--- config.mk ---
export PLATFORM = sky130hd
export DESIGN_NAME = ima_ram
export DESIGN_NICKNAME = d
export VERILOG_FILES = /design/src/rtl/ima_ram.sv
export SDC_FILE = /design/constraint.sdc
export NUM_CORES = 1
export LEC_CHECK = 0
export ABC_CLOCK_PERIOD_IN_PS = 2600
export BUFFER_PORTS_ARGS = -buffer_cell sky130_fd_sc_hd__buf_2
export CAP_MARGIN = 20
export CORE_MARGIN = 2
export CORE_UTILIZATION = 35
export CTS_CLUSTER_SIZE = 20
export DETAILED_ROUTE_END_ITERATION = 8
export PLACE_DENSITY = 0.53
export SYNTH_ARGS = -nofsm -noshare
export SYNTH_HDL_FRONTEND = slang
export SYNTH_SLANG_ARGS = --single-unit
--- constraint.sdc ---
create_clock -name clk_i -period 2.6 [get_ports clk_i]
set_input_delay 0.78 -clock clk_i [delete_from_list [all_inputs] [get_ports clk_i]]
set_output_delay 0.78 -clock clk_i [all_outputs]
set_load 0.02 [all_outputs]
--- src/rtl/ima_ram.sv ---
`timescale 1ns / 1ps

module ima_ram #(
  parameter int WIDTH = 8,
  parameter int DEPTH = 16
) (
  input  logic                     clk_i,
  input  logic                     we_i,
  input  logic [$clog2(DEPTH)-1:0] waddr_i,
  input  logic [WIDTH-1:0]         wdata_i,
  input  logic [$clog2(DEPTH)-1:0] raddr_i,
  output logic [WIDTH-1:0]         rdata_o
);

  logic [WIDTH-1:0] mem [DEPTH];

  // Write one word, read one word registered
  always_ff @(posedge clk_i) begin
    if (we_i) begin
      mem[waddr_i] <= wdata_i;
    end
    rdata_o <= mem[raddr_i];
  end

endmodule

==> flow_summary_export.csv, run 1 <==
group,metric,value,unit
clock_network,tritoncts_clock_tree,"yes",
place,hpwlAfterDp,6860,um
synth,ys_types,19,
job,max_cap_viol_count,0,
clock_network,clk_path_buf_depth,2,
floorplan,die_y,125,um
pwr,pwr-share-seq,50.1,%
sta,fmax,0.531,GHz
layout,final_layout_size_suffix_gt1_share,30.6,%
layout,post-route-cell-area,0.00614,mm^2
pwr,worst_ir_drop_vdd,444,uV
synth,synth_seq_cells,136,
critical_path,cpMaxStageDelayCell,"sky130_fd_sc_hd__mux4_1",
synth,synthesis.nets,247,
worst_hold_path,min_path_cells,3,
layout,antenna_cells_inserted,0,
sta,grt_setup_unrepaired,"false",
critical_path,worstSetupStartpointType,"input pin",
critical_path,max_stage_delay,0.58,ns
sta,setup_viol_count_final,0,
synth,sequential_element_share_of_the_synthesized_area,77.8,%
clock_network,tritoncts.num_buffers,17,
global_routing,grt_max_degree,19,
critical_path,r2r.worst_path.cells,3,
critical_path,critical-path-top-delay-family,"multiplexers",
floorplan,die-area,0.0157,mm^2
detailed_routing,drtAntennaViolNets,0,
synth,count_of_mapped_cells_out_of_synthesis,229,
sta,tightest_slew_margin_relative_to_the_limit,54.3,%
clock_network,clk_root_buffer_cell,"sky130_fd_sc_hd__clkbuf_16",
floorplan,fp.coreArea,0.0144,mm^2
floorplan,num_io_pins,26,
critical_path,critPathBufInv,2,
status,status,"finished clean",
sta,clock_period_minus_final_worst_setup_slack,1.88,ns
sta,finalMaxSlewViolations,0,
layout,fillCellCount,1286,
critical_path,cp_max_fo,18,
critical_path,timing_worst_setup_path_type,"in -> reg",
global_routing,grt_first_pass_wirelength,15900,um
pwr,comb_power_share,5.1,%
synth,syn_avg_cell_area,22.5,um^2
synth,yosysWarnings,0,
detailed_routing,detail_route.wirelength,10500,um
detailed_routing,drt_iter0_markers,198,
place,place.detailed.instances,449,
clock_network,cts.repair_timing.setup_buffer_count,0,
floorplan,placementRows,44,
critical_path,crit_arrival,2.18,ns
place,globalplace.congestion,0.688,
worst_hold_path,min_to,"rdata_o[5]",
floorplan,start_util,35.7,%
clock_network,cts-htree-levels,4,
sta,timing_worst_slew_pin_value,0.685,ns
critical_path,ff2ff_setup_slack,1.26,ns
pwr,power_frac_clock,44.9,%
detailed_routing,wl_per_cell,21.7,um
floorplan,die_width,125,um
synth,netlist.area_leader.share,74.7,%
clock_network,cts.hold.buffers_added,0,
global_routing,gr-usage-all-layers,14.2,%
critical_path,crit_path_cell_trace,"buf_2, buf_12, mux4_1, a22oi_1, nand2_1",
clock_network,cts_sinks,136,
sta,timing.final.hold_violations,0,
detailed_routing,detail_route.vias_per_cell,5.09,
worst_hold_path,hp-class,"reg -> reg",
critical_path,worst-endpoint-required,2.89,ns
detailed_routing,firstDrtPassIters,4,
clock_network,clk_slew_on_worst_s_h_paths,0.05,ns
synth,synth_area_leaders,"sky130_fd_sc_hd__edfxtp_1, sky130_fd_sc_hd__mux4_2, sky130_fd_sc_hd__mux4_1",
global_routing,grt_remaining_overflow,0,
sta,fin_worst_skew,0.00560,ns
global_routing,grt_pass1_vias,2593,
sta,post-route-period-util,72.4,%
layout,area_growth_syn_to_layout,19.4,%
detailed_routing,vias,2449,
critical_path,worstSetupEndpointType,"flop",
detailed_routing,detail_route.drc_violations,0,
synth,synth_area,0.00515,mm^2
global_routing,number_of_antenna_violations_at_the_first_check_in_global_routing,0,
sta,timing.setup.tns,0,ns
critical_path,rr_startpoint,"mem[0][5]",
place,postPlaceCellArea,0.00560,mm^2
pwr,p_sw_share,20.0,%
clock_network,postCtsResizedCells,0,
clock_network,worstSkewPairLatency,0.41,ns
layout,layoutNonFillerInstCount,481,
layout,fin_nets,302,
critical_path,regToRegEndpoint,"rdata_o[5]",
pwr,intPower,3940,uW
place,portBuffers,25,
pwr,leakagePower,0.00208,uW
worst_hold_path,min-delay-start,"mem[12][5]",
pwr,power.switching,986,uW
pwr,power_density,802,mW/mm^2
synth,synthDominantAreaCellType,"sky130_fd_sc_hd__edfxtp_1",
-- state kept, by name, indices dropped and copies added (netlist names) --
signal / cells
mem: 128
rdata_o: 8
-- metal layers --
layer	track usage [%]	part of all wire, %
met5	0	0
met4	4.90	0.98
met3	4.75	5.4
met2	21.3	46
met1	19.7	48
-- power by group through the flow --
stage / sequential, uW / combinational (uW) / clock, uW
6_report: 2470 / 249 / 2210
5_1_grt: 2470 / 272 / 2340
4_1_cts: 2470 / 255 / 2250
3_5_place_dp: 2510 / 256 / 0
3_3_place_gp: 2510 / 251 / 0
2_1_floorplan: 2530 / 124 / 0
-- cells by family after synthesis --
logic type	Yosys count	synth area share, %
flops	136	77.8
simple gates	35	3.18
buf+inv	10	1.68
compound gates	16	2.33
mux	32	15.0
-- cells in the mapped netlist --
library cell,instances
sky130_fd_sc_hd__clkdlybuf4s25_2,3
sky130_fd_sc_hd__nand3b_1,2
sky130_fd_sc_hd__nor3_1,4
sky130_fd_sc_hd__nor2_1,13
sky130_fd_sc_hd__nor2b_1,1
sky130_fd_sc_hd__nand2b_1,2
sky130_fd_sc_hd__edfxtp_1,128
sky130_fd_sc_hd__buf_2,3
sky130_fd_sc_hd__dfxtp_1,8
sky130_fd_sc_hd__mux4_1,14
sky130_fd_sc_hd__buf_6,3
sky130_fd_sc_hd__buf_4,1
sky130_fd_sc_hd__or3b_2,1
sky130_fd_sc_hd__a22oi_1,16
sky130_fd_sc_hd__nand3_1,1
sky130_fd_sc_hd__and2b_1,1
sky130_fd_sc_hd__and2_1,1
sky130_fd_sc_hd__mux4_2,18
sky130_fd_sc_hd__nand2_1,9
-- worst reg2reg max path: stages (launching register included) --
cell	delay (ns)
sky130_fd_sc_hd__edfxtp_1	0.36
sky130_fd_sc_hd__mux4_1	0.50
sky130_fd_sc_hd__a22oi_1	0.29
sky130_fd_sc_hd__nand2_1	0.08
-- placed cells by master (no fill, tap or decap) --
cell type / n
sky130_fd_sc_hd__or3b_2: 1
sky130_fd_sc_hd__clkbuf_16: 17
sky130_fd_sc_hd__and2b_1: 1
sky130_fd_sc_hd__dfxtp_1: 8
sky130_fd_sc_hd__and2_1: 1
sky130_fd_sc_hd__buf_12: 2
sky130_fd_sc_hd__nand3b_1: 2
sky130_fd_sc_hd__nand2b_1: 2
sky130_fd_sc_hd__edfxtp_1: 128
sky130_fd_sc_hd__clkinv_2: 6
sky130_fd_sc_hd__nor2b_1: 1
sky130_fd_sc_hd__mux4_2: 18
sky130_fd_sc_hd__bufinv_16: 2
sky130_fd_sc_hd__clkbuf_1: 3
sky130_fd_sc_hd__nand3_1: 1
sky130_fd_sc_hd__clkinv_1: 3
sky130_fd_sc_hd__mux4_1: 14
sky130_fd_sc_hd__buf_2: 25
sky130_fd_sc_hd__nor2_1: 13
sky130_fd_sc_hd__clkinvlp_4: 1
sky130_fd_sc_hd__a22oi_1: 16
sky130_fd_sc_hd__buf_4: 19
sky130_fd_sc_hd__nor3_1: 4
sky130_fd_sc_hd__nand2_1: 9
-- layout make-up --
type	count	area (um^2)	share of cell area [%]
clock buffers	20	437	7.11
clock inverters	12	109	1.77
multi-input cells	83	1060	17.2
flip-flops and latches	136	4000	65.2
well taps	184	230	3.75
repair buffers	46	308	5.01
-- per-stage QoR --
step | power, uW | utilization (%) | setup slack [ns] | hold WS, ns
6_report | 4930 | 42.6 | 0.717 | 0.678
5_1_grt | 5080 | 42.6 | 0.662 | 0.711
4_1_cts | 4970 | 42.6 | 0.689 | 0.691
3_5_place_dp | 2770 | 38.8 | 0.249 | 0.678
3_3_place_gp | 2760 | 38.8 | 0.257 | 0.657
2_1_floorplan | 2650 | - | 0.327 | 0.629
-- worst max-delay path by stage --
stage,start,to,slack (ns),cells past startpoint
4_1_cts,raddr_i[0],rdata_o[5],0.69,5
3_5_place_dp,raddr_i[0],rdata_o[5],0.25,5
2_1_floorplan,waddr_i[2],mem[0][0],0.33,2
5_1_grt,raddr_i[0],rdata_o[5],0.66,5
3_3_place_gp,raddr_i[0],rdata_o[5],0.26,5
6_report,raddr_i[0],rdata_o[5],0.72,5
(Power assumes the default switching activity.)
==> run 2: changes to the inputs <==
ABC_CLOCK_PERIOD_IN_PS = 1800   (was 2600)
clock period = 1.8 ns   (was 2.6 ns; I/O delays follow)
==> run 2 against run 1 <==
Net effect:
- die area is the same
- global-route usage grew 0.23 points
- non-clock buffer count grew 11
==> flow_summary_export.csv, run 2 (synthesized netlist as in run 1, its figures left out) <==
group,metric,value,unit
status,status,"finished clean",
layout,fillCellCount,1260,
place,globalplace.congestion,0.706,
floorplan,placementRows,44,
clock_network,clk_slew_on_worst_s_h_paths,0.06,ns
critical_path,r2r.worst_path.cells,3,
sta,post-route-period-util,89.9,%
detailed_routing,detail_route.vias_per_cell,5.04,
critical_path,crit_arrival,1.91,ns
layout,area_growth_syn_to_layout,23.5,%
global_routing,grt_pass1_vias,2590,
clock_network,worstSkewPairLatency,0.41,ns
pwr,power_density,1200,mW/mm^2
place,portBuffers,25,
critical_path,worstSetupEndpointType,"flop",
layout,layout_common_cells,"sky130_fd_sc_hd__edfxtp_1, sky130_fd_sc_hd__buf_4, sky130_fd_sc_hd__buf_2, sky130_fd_sc_hd__mux4_2, sky130_fd_sc_hd__clkbuf_16",
global_routing,grt_first_pass_wirelength,16000,um
detailed_routing,vias,2479,
worst_hold_path,min-delay-start,"wdata_i[5]",
critical_path,regToRegEndpoint,"rdata_o[1]",
layout,antenna_cells_inserted,0,
global_routing,grt_max_degree,22,
global_routing,grt_remaining_overflow,0,
sta,timing.final.hold_violations,0,
clock_network,clk_path_buf_depth,2,
sta,timing_worst_slew_pin_value,0.864,ns
worst_hold_path,min_path_cells,1,
sta,tightest_slew_margin_relative_to_the_limit,42.3,%
critical_path,rr_startpoint,"mem[9][1]",
floorplan,num_io_pins,26,
critical_path,timing_worst_setup_path_type,"in -> reg",
layout,layout_commonest_cell,"sky130_fd_sc_hd__edfxtp_1",
sta,fmax,0.618,GHz
detailed_routing,detail_route.wirelength,10400,um
clock_network,cts_sinks,136,
floorplan,die_width,125,um
layout,layoutNonFillerInstCount,492,
job,max_cap_viol_count,0,
detailed_routing,firstDrtPassIters,4,
worst_hold_path,min_to,"mem[5][5]",
detailed_routing,drtAntennaViolNets,0,
floorplan,die-area,0.0157,mm^2
sta,grt_setup_unrepaired,"false",
floorplan,fp.coreArea,0.0144,mm^2
floorplan,start_util,35.7,%
sta,fin_worst_skew,0.00434,ns
layout,largest_reg_flops,128,
pwr,leakagePower,0.00220,uW
clock_network,tritoncts_clock_tree,"yes",
critical_path,worst-endpoint-required,2.09,ns
clock_network,postCtsResizedCells,0,
layout,final_core_util,44.1,%
sta,setup_viol_count_final,0,
detailed_routing,drt_iter0_markers,213,
place,hpwlAfterDp,6850,um
place,dpl_worst_slack,-0.248,ns
layout,final_layout_size_suffix_gt1_share,34.7,%
clock_network,clk_root_buffer_cell,"sky130_fd_sc_hd__clkbuf_16",
sta,clock_period_minus_final_worst_setup_slack,1.62,ns
clock_network,cts-htree-levels,4,
layout,fin_nets,313,
worst_hold_path,hp-class,"in -> reg",
layout,top_regs,"mem (128), rdata_o (8)",
critical_path,ff2ff_setup_slack,0.41,ns
place,place.detailed.instances,460,
critical_path,worstSetupStartpointType,"input pin",
sta,finalMaxSlewViolations,0,
layout,largest_register,"mem",
critical_path,cp_max_fo,8,
detailed_routing,wl_per_cell,21.1,um
floorplan,die_y,125,um
clock_network,cts.repair_timing.setup_buffer_count,0,
pwr,worst_ir_drop_vdd,767,uV
global_routing,gr-usage-all-layers,14.5,%
clock_network,cts.hold.buffers_added,0,
sta,layout_setup_ws,0.182,ns
detailed_routing,detail_route.drc_violations,0,
global_routing,number_of_antenna_violations_at_the_first_check_in_global_routing,0,
clock_network,tritoncts.num_buffers,17,
[run 2: cell types whose count changed in the layout (fill, tap and decap cells not counted), sizes merged]
| cell | change |
|---|---|
| clkinvlp | -1 |
| buf | +11 |
| clkbuf | -2 |
| bufinv | +3 |
[run 2: area by class of cell]
type	count	area (um^2)	area share (%)
multi-input combinational	83	1060	16.7
sequential	136	4000	63.0
timing repair buffer	57	428	6.73
clock inverter	14	205	3.23
tap	184	230	3.62
clock buffer	18	429	6.75
[run 2: power breakdown]
| group | switching, uW | leakage (uW) | internal, uW | total (uW) |
|---|---|---|---|---|
| Combinational | 214 | 0.000662 | 163 | 376 |
| Clock | 1240 | 0.000315 | 2440 | 3680 |
| Sequential | 23.8 | 0.00122 | 3540 | 3570 |
| Total | 1470 | 0.00220 | 6150 | 7620 |
[run 2: critical path, cell delays in order]
cell and delay [ns]:
sky130_fd_sc_hd__buf_2 0.11, sky130_fd_sc_hd__buf_4 0.14, sky130_fd_sc_hd__buf_12 0.14, sky130_fd_sc_hd__mux4_1 0.55, sky130_fd_sc_hd__a22oi_1 0.34, sky130_fd_sc_hd__nand2_1 0.08
[run 2: stage by stage]
| step | cell area [um^2] | hold slack (ns) | total power [uW] | TNS [ns] |
|---|---|---|---|---|
| after floorplan | 5150 | 0.629 | 3830 | -0.147 |
| after global placement | 5720 | 0.656 | 4010 | -2.51 |
| after detailed placement | 5720 | 0.654 | 4020 | -3.15 |
| after CTS | 6360 | 0.499 | 7700 | 0 |
| after global routing | 6360 | 0.515 | 7860 | 0 |
| final | 6360 | 0.516 | 7620 | 0 |
[run 2: how the worst max path moves through the flow]
stage                    start         end  slack [ns]  depth (start not counted)
floorplan           waddr_i[2]   mem[3][0]      -0.006                          2
global placement    raddr_i[0]  rdata_o[1]       -0.25                          6
detailed placement  raddr_i[0]  rdata_o[1]       -0.25                          6
CTS                 raddr_i[0]  rdata_o[1]        0.20                          6
global route        raddr_i[0]  rdata_o[1]        0.12                          6
finish              raddr_i[0]  rdata_o[1]        0.18                          6
[run 2: routing by layer]
layer / vias up / routed length, um / global-route usage (%) / share of wire, %
li1: 1111 / - / - / -
met1: 1298 / 5170 / 21.0 / 50
met2: 58 / 4680 / 20.7 / 45
met3: 12 / 405 / 4.49 / 3.9
met4: 0 / 117 / 5.49 / 1.1
met5: - / 0 / 0 / 0
